[config.mk]
export PLATFORM = sky130hd
export DESIGN_NAME = preemptive_priority_scheduler_top
export DESIGN_NICKNAME = d
export VERILOG_FILES = /design/src/rtl/rps_pkg.sv /design/src/rtl/rps_best_sel.sv /design/src/rtl/rps_core.sv /design/src/rtl/preemptive_priority_scheduler_top.sv
export SDC_FILE = /design/constraint.sdc
export NUM_CORES = 2
export LEC_CHECK = 0
export BUFFER_PORTS_ARGS = -buffer_cell sky130_fd_sc_hd__buf_4
export CAP_MARGIN = 20
export CELL_PAD_IN_SITES_DETAIL_PLACEMENT = 1
export CELL_PAD_IN_SITES_GLOBAL_PLACEMENT = 1
export CORE_MARGIN = 2
export CORE_UTILIZATION = 46
export DETAILED_ROUTE_END_ITERATION = 10
export PLACE_DENSITY = 0.8
export SLEW_MARGIN = 10
export SYNTH_ARGS = -nofsm -noshare
export SYNTH_HDL_FRONTEND = slang
export SYNTH_SLANG_ARGS = --single-unit
[constraint.sdc]
create_clock -name i_clk -period 15.4 [get_ports i_clk]
set_input_delay 0.77 -clock i_clk [delete_from_list [all_inputs] [get_ports i_clk]]
set_output_delay 0.77 -clock i_clk [all_outputs]
set_load 0.01 [all_outputs]
[src/rtl/rps_pkg.sv]
`default_nettype none

package rps_pkg;

    localparam int ID_W    = 8;
    localparam int PRIO_W  = 8;
    localparam int BURST_W = 16;
    localparam int TIME_W  = 32;
    localparam int PEN_W   = 8;
    localparam int STATE_W = 2;

    localparam logic [STATE_W-1:0] CPU_IDLE   = 2'd0;
    localparam logic [STATE_W-1:0] CPU_SWITCH = 2'd1;
    localparam logic [STATE_W-1:0] CPU_RUN    = 2'd2;

    localparam logic CMD_ARRIVE = 1'b0;
    localparam logic CMD_TICK   = 1'b1;

    localparam int IN_DATA_W  = 32;
    localparam int OUT_DATA_W = 152;

    typedef enum logic [2:0] {
        MODE_IDLE   = 3'b001,
        MODE_SWITCH = 3'b010,
        MODE_RUN    = 3'b100
    } t_mode;

    typedef struct packed {
        logic [TIME_W-1:0]  arr;
        logic [BURST_W-1:0] rem;
        logic [PRIO_W-1:0]  prio;
        logic [ID_W-1:0]    id;
    } t_entry;

    typedef struct packed {
        logic               command;
        logic [ID_W-1:0]    task_id;
        logic [PRIO_W-1:0]  priority_req;
        logic [BURST_W-1:0] burst;
    } t_item;

    // first member sits in the top bits
    typedef struct packed {
        logic [TIME_W-1:0]  switch_time_total;
        logic [TIME_W-1:0]  switch_count;
        logic [TIME_W-1:0]  now_time;
        logic [TIME_W-1:0]  turnaround;
        logic [ID_W-1:0]    finished_id;
        logic               finished;
        logic [ID_W-1:0]    running_id;
        logic [STATE_W-1:0] cpu_state;
        logic               dropped;
    } t_result;

    function automatic logic [TIME_W-1:0] sat_add(input logic [TIME_W-1:0] a,
                                                  input logic [TIME_W-1:0] b);
        logic [TIME_W:0] s;
        s = {1'b0, a} + {1'b0, b};
        return s[TIME_W] ? {TIME_W{1'b1}} : s[TIME_W-1:0];
    endfunction

    function automatic logic [STATE_W-1:0] mode_code(input t_mode m);
        logic [STATE_W-1:0] c;
        case (m)
            MODE_SWITCH: c = CPU_SWITCH;
            MODE_RUN:    c = CPU_RUN;
            default:     c = CPU_IDLE;
        endcase
        return c;
    endfunction

endpackage

`default_nettype wire

[src/rtl/rps_best_sel.sv]
`default_nettype none

module rps_best_sel #(
    parameter int N    = 16,
    parameter int IDXW = 4
) (
    input  wire logic            i_valid [N],
    input  wire rps_pkg::t_entry i_table [N],
    output logic                 o_found,
    output logic [IDXW-1:0]      o_idx,
    output rps_pkg::t_entry      o_entry
);
    import rps_pkg::*;

    localparam int P     = 1 << IDXW;
    localparam int NODES = 2 * P - 1;

    logic            nv [NODES];
    logic [IDXW-1:0] ni [NODES];
    t_entry          ne [NODES];
    logic            pick_r [P-1];

    // leaves
    for (genvar i = 0; i < P; i++) begin : g_leaf
        if (i < N) begin : g_used
            assign nv[P-1+i] = i_valid[i];
            assign ni[P-1+i] = IDXW'(i);
            assign ne[P-1+i] = i_table[i];
        end else begin : g_pad
            assign nv[P-1+i] = 1'b0;
            assign ni[P-1+i] = '0;
            assign ne[P-1+i] = '0;
        end
    end

    // compare tree, left wins ties
    for (genvar k = 0; k < P - 1; k++) begin : g_node
        assign pick_r[k] = nv[2*k+2] &&
            (!nv[2*k+1] ||
             ({ne[2*k+2].prio, ne[2*k+2].id} < {ne[2*k+1].prio, ne[2*k+1].id}));
        assign nv[k] = nv[2*k+1] | nv[2*k+2];
        assign ni[k] = pick_r[k] ? ni[2*k+2] : ni[2*k+1];
        assign ne[k] = pick_r[k] ? ne[2*k+2] : ne[2*k+1];
    end

    assign o_found = nv[0];
    assign o_idx   = ni[0];
    assign o_entry = ne[0];

endmodule

`default_nettype wire

[src/rtl/rps_core.sv]
`default_nettype none

module rps_core #(
    parameter int N    = 16,
    parameter int IDXW = 4
) (
    input  wire logic                       i_clk,
    input  wire logic                       i_rst_n,
    input  wire logic                       i_fire,
    input  wire rps_pkg::t_item             i_item,
    input  wire logic                       i_cfg_we,
    input  wire logic [rps_pkg::PEN_W-1:0]  i_cfg_wdata,
    output rps_pkg::t_result                o_result
);
    import rps_pkg::*;

    t_entry            r_table [N];
    logic              r_valid [N];
    logic              n_valid [N];
    t_entry            r_run, n_run;
    t_mode             r_mode, n_mode;
    logic [PEN_W-1:0]  r_sl, n_sl;
    logic [TIME_W-1:0] r_time, n_time;
    logic [TIME_W-1:0] r_tally, n_tally;
    logic [TIME_W-1:0] r_ticks, n_ticks;
    logic [PEN_W-1:0]  r_pen;

    logic              best_found;
    logic [IDXW-1:0]   best_idx;
    t_entry            best;
    logic              free_found;
    logic [IDXW-1:0]   free_idx;

    logic              tab_we;
    logic [IDXW-1:0]   tab_idx;
    t_entry            tab_wdata;

    t_mode             m0, m1;
    t_entry            run1;
    logic [PEN_W-1:0]  sl1;
    logic              dispatch, left, fin;
    t_result           res;

    rps_best_sel #(.N(N), .IDXW(IDXW)) u_best (
        .i_valid (r_valid),
        .i_table (r_table),
        .o_found (best_found),
        .o_idx   (best_idx),
        .o_entry (best)
    );

    // lowest empty slot
    always_comb begin
        free_found = 1'b0;
        free_idx   = '0;
        for (int i = N - 1; i >= 0; i--) begin
            if (!r_valid[i]) begin
                free_found = 1'b1;
                free_idx   = IDXW'(i);
            end
        end
    end

    always_comb begin
        n_valid   = r_valid;
        n_run     = r_run;
        n_mode    = r_mode;
        n_sl      = r_sl;
        n_time    = r_time;
        n_tally   = r_tally;
        n_ticks   = r_ticks;
        tab_we    = 1'b0;
        tab_idx   = free_idx;
        tab_wdata = '{arr: r_time,
                      rem: (i_item.burst == '0) ? BURST_W'(1) : i_item.burst,
                      prio: i_item.priority_req,
                      id: i_item.task_id};
        m0        = r_mode;
        m1        = r_mode;
        run1      = r_run;
        sl1       = r_sl;
        dispatch  = 1'b0;
        left      = 1'b0;
        fin       = 1'b0;
        res       = '0;

        if (i_item.command == CMD_ARRIVE) begin
            if (free_found) begin
                tab_we            = 1'b1;
                n_valid[free_idx] = 1'b1;
            end else begin
                res.dropped = 1'b1;
            end
            res.cpu_state  = mode_code(r_mode);
            res.running_id = (r_mode == MODE_IDLE) ? '0 : r_run.id;
        end else begin
            m0 = (r_mode == MODE_SWITCH && r_sl == '0) ? MODE_RUN : r_mode;
            m1 = m0;
            if (m0 != MODE_SWITCH) begin
                if (m0 == MODE_RUN) begin
                    if (r_run.rem == '0) begin
                        fin      = 1'b1;
                        dispatch = 1'b1;
                        left     = 1'b1;
                    end else if (best_found && best.prio < r_run.prio) begin
                        dispatch = 1'b1;
                        left     = 1'b1;
                    end
                end else if (best_found) begin
                    dispatch = 1'b1;
                end
                if (dispatch) begin
                    if (best_found) begin
                        if (!fin && m0 == MODE_RUN) begin
                            // preempted task goes back to the slot it frees
                            tab_we    = 1'b1;
                            tab_idx   = best_idx;
                            tab_wdata = r_run;
                        end else begin
                            n_valid[best_idx] = 1'b0;
                        end
                        run1 = best;
                        m1   = MODE_RUN;
                        if (left) begin
                            n_tally = sat_add(r_tally, TIME_W'(1));
                            n_ticks = sat_add(r_ticks, TIME_W'(r_pen));
                            if (r_pen != '0) begin
                                m1  = MODE_SWITCH;
                                sl1 = r_pen;
                            end
                        end
                    end else begin
                        run1 = '0;
                        m1   = MODE_IDLE;
                    end
                end
            end

            n_mode = m1;
            n_run  = run1;
            n_sl   = sl1;
            if (m1 == MODE_SWITCH) begin
                n_sl = sl1 - PEN_W'(1);
                if (n_sl == '0) begin
                    n_mode = MODE_RUN;
                end
            end else if (m1 == MODE_RUN) begin
                if (run1.rem != '0) begin
                    n_run.rem = run1.rem - BURST_W'(1);
                end
            end
            n_time = r_time + TIME_W'(1);

            res.cpu_state  = mode_code(m1);
            res.running_id = (m1 == MODE_IDLE) ? '0 : n_run.id;
            res.finished   = fin;
            if (fin) begin
                res.finished_id = r_run.id;
                res.turnaround  = r_time - r_run.arr;
            end
        end

        res.now_time          = n_time;
        res.switch_count      = n_tally;
        res.switch_time_total = n_ticks;
    end

    assign o_result = res;

    always_ff @(posedge i_clk) begin
        if (i_fire && tab_we) begin
            r_table[tab_idx] <= tab_wdata;
        end
    end

    always_ff @(posedge i_clk) begin
        if (!i_rst_n) begin
            for (int i = 0; i < N; i++) begin
                r_valid[i] <= 1'b0;
            end
            r_run   <= '0;
            r_mode  <= MODE_IDLE;
            r_sl    <= '0;
            r_time  <= '0;
            r_tally <= '0;
            r_ticks <= '0;
        end else if (i_fire) begin
            r_valid <= n_valid;
            r_run   <= n_run;
            r_mode  <= n_mode;
            r_sl    <= n_sl;
            r_time  <= n_time;
            r_tally <= n_tally;
            r_ticks <= n_ticks;
        end
    end

    always_ff @(posedge i_clk) begin
        if (!i_rst_n) begin
            r_pen <= PEN_W'(1);
        end else if (i_cfg_we) begin
            r_pen <= i_cfg_wdata;
        end
    end

    a_sl_only_switching: assert property (@(posedge i_clk) disable iff (!i_rst_n)
        (r_mode != MODE_SWITCH) |-> (r_sl == '0))
        else $error("switch countdown left outside switching");

    a_switch_has_ticks: assert property (@(posedge i_clk) disable iff (!i_rst_n)
        (r_mode == MODE_SWITCH) |-> (r_sl != '0))
        else $error("switching with no ticks left");

    a_idle_no_task: assert property (@(posedge i_clk) disable iff (!i_rst_n)
        (r_mode == MODE_IDLE) |-> (r_run == '0))
        else $error("idle cpu holds a task");

    a_tally_monotonic: assert property (@(posedge i_clk) disable iff (!i_rst_n)
        $past(i_rst_n) |-> (r_tally >= $past(r_tally) && r_ticks >= $past(r_ticks)))
        else $error("switch counters went backward");

    a_drop_only_full: assert property (@(posedge i_clk) disable iff (!i_rst_n)
        (i_fire && res.dropped) |-> (i_item.command == CMD_ARRIVE && !free_found))
        else $error("request dropped with room in table");

endmodule

`default_nettype wire

[src/rtl/preemptive_priority_scheduler_top.sv]
`default_nettype none

// channel  dir  handshake                   payload
// s        in   i_s_tvalid / o_s_tready     i_s_tdata, i_s_tuser (command)
// m        out  o_m_tvalid / i_m_tready     o_m_tdata
// cfg      in   i_cfg_we                    i_cfg_wdata (switch_penalty)
//
// one request per cycle sustained while i_m_tready is high; each request gives one
// result, held in the input register at acceptance, then in the result register
// throughput set by the combinational update of the ready table and best-entry tree
// i_rst_n synchronous active low: table empty, cpu idle, time and counters zero,
// switch_penalty = 1
// a stalled result holds; the input register still takes one request behind it

module preemptive_priority_scheduler_top #(
    parameter int QUEUE_DEPTH = 16
) (
    input  wire logic                              i_clk,
    input  wire logic                              i_rst_n,
    input  wire logic                              i_s_tvalid,
    output logic                                   o_s_tready,
    // task_id[7:0], priority_req[15:8], burst[31:16]
    input  wire logic [rps_pkg::IN_DATA_W-1:0]     i_s_tdata,
    // command
    input  wire logic                              i_s_tuser,
    output logic                                   o_m_tvalid,
    input  wire logic                              i_m_tready,
    // dropped[0], cpu_state[2:1], running_id[10:3], finished[11],
    // finished_id[19:12], turnaround[51:20], now_time[83:52],
    // switch_count[115:84], switch_time_total[147:116], zero[151:148]
    output logic [rps_pkg::OUT_DATA_W-1:0]         o_m_tdata,
    input  wire logic                              i_cfg_we,
    input  wire logic [rps_pkg::PEN_W-1:0]         i_cfg_wdata
);
    import rps_pkg::*;

    localparam int IDXW = $clog2(QUEUE_DEPTH);

    logic    r_in_valid;
    t_item   r_in;
    logic    r_out_valid;
    t_result r_out;
    logic    fire;
    t_result res;

    assign fire       = r_in_valid && (!r_out_valid || i_m_tready);
    assign o_s_tready = !r_in_valid || fire;

    rps_core #(.N(QUEUE_DEPTH), .IDXW(IDXW)) u_core (
        .i_clk       (i_clk),
        .i_rst_n     (i_rst_n),
        .i_fire      (fire),
        .i_item      (r_in),
        .i_cfg_we    (i_cfg_we),
        .i_cfg_wdata (i_cfg_wdata),
        .o_result    (res)
    );

    always_ff @(posedge i_clk) begin
        if (!i_rst_n) begin
            r_in_valid  <= 1'b0;
            r_out_valid <= 1'b0;
        end else begin
            if (o_s_tready) begin
                r_in_valid <= i_s_tvalid;
            end
            if (fire) begin
                r_out_valid <= 1'b1;
            end else if (i_m_tready) begin
                r_out_valid <= 1'b0;
            end
        end
    end

    always_ff @(posedge i_clk) begin
        if (o_s_tready && i_s_tvalid) begin
            r_in <= '{command: i_s_tuser,
                      task_id: i_s_tdata[7:0],
                      priority_req: i_s_tdata[15:8],
                      burst: i_s_tdata[31:16]};
        end
        if (fire) begin
            r_out <= res;
        end
    end

    assign o_m_tvalid = r_out_valid;
    assign o_m_tdata  = {{(OUT_DATA_W - $bits(t_result)){1'b0}}, r_out};

endmodule

`default_nettype wire
Word-level counts from Yosys, hierarchy flattened. Cells that the tools add are included.

Add/sub/neg operators: 6. $lt $le $gt $ge: 22. Equal/unequal tests: 12. Multiplexer cells: 151. Bitwise logic cells: 21. Reduce and logical (&&, ||, !) cells: 71.

Operators with widths (count): two-way mux 64 bit (25); bitwise mux 1024 bit (1); two-way mux 32 bit (13); demux 64 bit (select 4 bit) (1); less-than comparator 16 bit (15); two-way mux 16 bit (10); two-way mux 4 bit (28); two-way mux 8 bit (9); two-way mux 1 bit (50); adder 32 x 1 -> 33 bit, second input constant (1); adder 32 x 8 -> 33 bit (1); adder 32 x 1 -> 32 bit, second input constant (1); logical NOT 16 bit (2); subtractor 32 bit (1); two-way mux 3 bit (9); logical AND 1 bit (24); logical NOT 1 bit (18); logical OR 1 bit (17); AND 16 bit (1); logical NOT 8 bit (2); NOT 16 bit (1); bitwise OR 16 bit (1); nonzero test 16 bit (1); subtractor 16 x 1 -> 16 bit, second input constant (1); other kinds (20) (50).

Flip-flop bits (word level): 1402.

Depth between registers and ports, before layout.
Word-level depth: 32. Depth in mapped cells: 72. Gate-level depth less buffers: 63.

By module. A second synthesis with hierarchy kept.

Cells, all modules: 5368. Area, all modules: 67030.5 µm².

Modules (own cells, without submodules): rps_core (instances 1, cells each 2918, area each 45147.0 µm²); rps_best_sel (instances 1, cells each 2255, area each 16310.6 µm²); preemptive_priority_scheduler_top (instances 1, cells each 195, area each 5572.8 µm²).

Worst setup path after synthesis. No wires, ideal clock.

Path type: register to register. From: reg u_core.r_table[770] in the netlist's numbering. To: reg u_core.r_table[128] in the netlist's numbering, enable pin. Arrival time: 16.428 ns. Data required time: 14.914 ns. Setup slack: -1.514 ns. Cell stages (with the launch flop): 67. Path through: edfxtp_1 -> ha_1 -> nand2_1 -> o21ai_0 -> a31oi_1 -> o211ai_1 -> buf_2 -> buf_1 -> clkbuf_1 -> clkbuf_1 -> mux2i_1 -> inv_1 -> ha_1 -> and4_1 -> a21o_1 -> o32ai_1 -> o211ai_1 -> a21oi_1 -> (+31 left out) -> buf_1 -> nor2_1 -> a21oi_1 -> ha_1 -> a21oi_1 -> nor2b_1 -> o21ai_0 -> nand2_1 -> a2111oi_0 -> nand4b_1 -> o211ai_4 -> nand2_1 -> buf_2 -> o21ai_0 -> nand2_1 -> nor2_1 -> nand2_1 -> nor2_1.

Longest elaborated chain between the ends: 27.

RTL lines: start: declaration (RTL line rps_core.sv:17) `t_entry r_table [N];`; start signal: indexed assignment (RTL line rps_core.sv:172) `r_table[tab_idx] <= tab_wdata;`; less-than comparator 16 bit (RTL line rps_best_sel.sv:40) `({ne[2*k+2].prio, ne[2*k+2].id} < {ne[2*k+1].prio, ne[2*k+1].id}));`; logical OR 1 bit (RTL line rps_best_sel.sv:39) `(!nv[2*k+1] ||`; logical AND 1 bit (RTL line rps_best_sel.sv:38) `assign pick_r[k] = nv[2*k+2] &&`; two-way mux 64 bit (*) (RTL line rps_best_sel.sv:43) `assign ne[k] = pick_r[k] ? ne[2*k+2] : ne[2*k+1];`; less-than comparator 16 bit (RTL line rps_best_sel.sv:40); logical OR 1 bit (RTL line rps_best_sel.sv:39); logical AND 1 bit (RTL line rps_best_sel.sv:38); two-way mux 64 bit (*) (RTL line rps_best_sel.sv:43); (+11 left out); two-way mux 1 bit (*) (RTL line rps_core.sv:101) `if (r_run.rem == '0) begin`; two-way mux 1 bit (*) (RTL line rps_core.sv:100) `if (m0 == MODE_RUN) begin`; two-way mux 1 bit (*) (RTL line rps_core.sv:99) `if (m0 != MODE_SWITCH) begin`; two-way mux 1 bit (*) (RTL line rps_core.sv:87) `if (i_item.command == CMD_ARRIVE) begin`; two-way mux 1 bit (*) (RTL line rps_core.sv:112) `if (dispatch) begin`; two-way mux 1 bit (*) (RTL line rps_core.sv:99); two-way mux 1 bit (*) (RTL line rps_core.sv:87); logical AND 1 bit (*) (RTL line rps_core.sv:171) `if (i_fire && tab_we) begin`.

Every way passes the cells marked *; elsewhere a longest branch is shown, timed or not. The select of a mux whose other input is x is not followed. A chain may end at the register's enable or synchronous reset.

Worst setup path after layout.
From: reg u_core.r_table[517] in the netlist's numbering. To: reg u_core.r_table[12] in the netlist's numbering, enable pin.

The elaborated chain is that of the path after synthesis.

==> metrics.cfg <==
[setup_path]
r2r_slack_ns=0.82
worstPathArrival_ns=15.04
setup.worst_path.class=reg2reg
critPathCapture=u_core.r_table[12]$_DFFE_PP_
r2r-start=u_core.r_table[517]$_DFFE_PP_
crit_path_end_kind=register
crit_path_frequent_cell=a21o_1
startpoint_type=register
startpoint=u_core.r_table[517]$_DFFE_PP_
worstPathRequired_ns=15.86
cp_slowest_cell=a31oi_2
slowest_delay_ns=1.01
reg2reg_to=u_core.r_table[12]$_DFFE_PP_
path_max_fanout=32
reg2regPathDepth=55

[synth]
synth_area_leaders=edfxtp_1, dfxtp_1, ha_1
synth_top_area_cell=edfxtp_1
async_flop_share_pct=0
synth.most_common_cell=edfxtp_1
yosys_warnings=0
synth_area_um2=66100
ys_seq_area_share_pct=60.7
ys.flop_type=edfxtp_1
synth_commonest_cells=edfxtp_1, nand2_1, nor2_1
syn_area_per_cell_um2=11.9
netlist_instances=5555
synth_seq_cells=1402
ys_types=117
netlist.area_leader.share_pct=54.8
synth_edf_count=1205

[detailed_routing]
first_iter_violations=4239
dr_total_vias=47900
drc=0
ant_nets=0
viasPerCell=6.14
first_pass_iters=5
totalWireLength_mm=214
wl_per_cell_um=27.4

[grt]
grt_pass1_vias=50700
grt_max_degree=179
antenna_found_initial=2
overflow=0
grt.total_usage_pct=28.8
grt_pass1_wl_mm=319

[timing]
max_slew.worst_pin.slew_ns=1.24
rsz0062_at_grt=false
max-slew-margin-rel_pct=17.6
setup_tns_ns=0
fmax_ghz=0.0686
slew_viol_final=0
final_hold_viol_count=0
clock_skew_ns=0.0701
timing.final.crit_period_ns=14.58
finalCritPeriodShare_pct=94.7
finalSetupViolCount=0
hold_ws_ns=0.126

[pwr]
vdd_drop_max_mv=0.101
p_clk_share_pct=45.9
static-leakage-power_uw=0.0274
intPower_uw=6370
pwr-share-comb_pct=3.2
sw_frac_of_total_pct=22.1
switchingPower_uw=1810
seq_power_share_pct=50.8
p_per_area_nw_per_um2=108

[cts]
numCtsBuffers=151
clk_latency_ns=0.82
cts_root_buffer=clkbuf_16
clkTransAtPathRegs_ns=0.06
cts.sinks=1402
ctsHoldBuffers=0
clockBufferDepth=3
htreeDepth=4
cts_tree=built

[hold_path]
worstHoldPathCells=1
hold_path.class=in2reg

[floorplan]
start_util_pct=46.2
core_um2=143000
dieArea_um2=147000
die_x_um=383
rows=139
die_height_um=383
io_pins=200

[layout]
drive_gt1_share_pct=14.4
area_delta_synth_final_pct=14.4
final_util_pct=52.8
fin_area_um2=75600
nets=6098
nFillCells=14600
stdcell_count=7812

[place]
gp_congestion=0.933
dp_hpwl_mm=139
dp.cells=7512
io_buffers=195
dpl-instance-area_um2=70300

[outcome]
status=completed

[run]
maxCapViolations=0

[cell families after synthesis]
logic type               count (synthesis)  share of synthesized area [%]
AND/OR/NAND/NOR                       1608                           11.3
other                                    1                        0.00568
buffers and inverters                  537                           3.17
flip-flops                            1402                           60.7
multiplexers                           370                           5.96
adder cells (fa/ha/maj)                275                           5.22
AO/OA/AOI/OAI                         1249                           12.2
XOR/XNOR                               113                           1.50
[cells in the final DEF, fill, tap and decap left out, types with 36 or more instances in the layout]
cell type  count
nor2b_1      112
inv_1        253
buf_4        332
edfxtp_1    1205
dfxtp_1      197
xor2_1        84
clkbuf_1      41
nor4_1        53
nor2_1       422
a31oi_1      130
mux2i_1      187
clkbuf_16    153
a211oi_1     117
nand3_1       94
nand4_1       58
nor3_1        55
ha_1         271
o22ai_1       85
o21ai_0      212
and3_1        54
a21o_1        36
a21oi_1      367
o21a_1        48
mux2_2       180
nand2_1      599
[final cells by class]
| class | count | area [um2] | share of cell area, % |
|---|---|---|---|
| Antenna cell | 2 | 5.00 | 0.00662 |
| Clock buffer | 207 | 4160 | 5.51 |
| Sequential cell | 1402 | 40100 | 53.1 |
| Timing Repair Buffer | 349 | 2830 | 3.75 |
| Inverter | 255 | 970 | 1.28 |
| Clock inverter | 74 | 952 | 1.26 |
| Multi-Input combinational cell | 3620 | 24100 | 32.0 |
| Tap cell | 1903 | 2380 | 3.15 |
[per-stage QoR]
| stage | total power (uW) | worst slack, ns |
|---|---|---|
| global route | 8380 | 0.00136 |
| finish | 8180 | 0.823 |
| floorplan | 4370 | -0.487 |
| detailed placement | 4500 | 0.898 |
| global placement | 4490 | 1.35 |
| CTS | 8220 | 0.707 |
[power groups by stage]
| stage | clock, uW | sequential [uW] | combinational [uW] |
|---|---|---|---|
| after CTS | 3800 | 4160 | 260 |
| after detailed placement | 0 | 4240 | 257 |
| after global routing | 3940 | 4160 | 280 |
| final | 3760 | 4160 | 263 |
| after floorplan | 0 | 4240 | 127 |
| after global placement | 0 | 4240 | 249 |
[flip-flops by register name (all words and copies together) (netlist names)]
signal,flops
o_m_tdata,148
u_core.r_table,1024
u_core.r_run,64
u_core.r_sl,8
u_core.r_tally,32
u_core.r_mode,3
u_core.r_pen,8
r_in,33
u_core.r_valid,16
r_in_valid,1
u_core.r_time,32
o_m_tvalid,1
u_core.r_ticks,32
[routing by layer]
layer	track usage (%)	up-vias	wire, um
met2	48.5	1899	104000
met4	13.1	2	9470
met5	0	-	13
li1	-	21200	-
met3	4.92	489	14000
met1	36.2	24400	86400
[how the worst min path moves through the flow]
stage,from,to,slack (ns)
3_3_place_gp,u_core.r_sl[2]$_SDFFE_PN0P_,u_core.r_sl[2]$_SDFFE_PN0P_,0.46
4_1_cts,i_s_tuser,r_in[32]$_DFFE_PP_,0.09
3_5_place_dp,u_core.r_sl[2]$_SDFFE_PN0P_,u_core.r_sl[2]$_SDFFE_PN0P_,0.47
2_1_floorplan,u_core.r_sl[1]$_SDFFE_PN0P_,u_core.r_sl[1]$_SDFFE_PN0P_,0.44
6_report,i_s_tuser,r_in[32]$_DFFE_PP_,0.13
5_1_grt,i_s_tuser,r_in[32]$_DFFE_PP_,0.11
[critical path, delay by kind of cell (launching register included)]
kind	cells	cell delay (ns)
compound gates	25	6.19
simple gates	17	3.79
fa+ha+maj	5	1.67
buf+inv	6	1.51
mux	2	0.58
flops	1	0.41
[what timing repair did]
action,4_1_cts,5_1_grt
setup buffers,0,16
endpoints found under the hold margin,0,0
resized for setup,0,8
setup endpoints to repair,0,767
(Power assumes the default switching activity.)
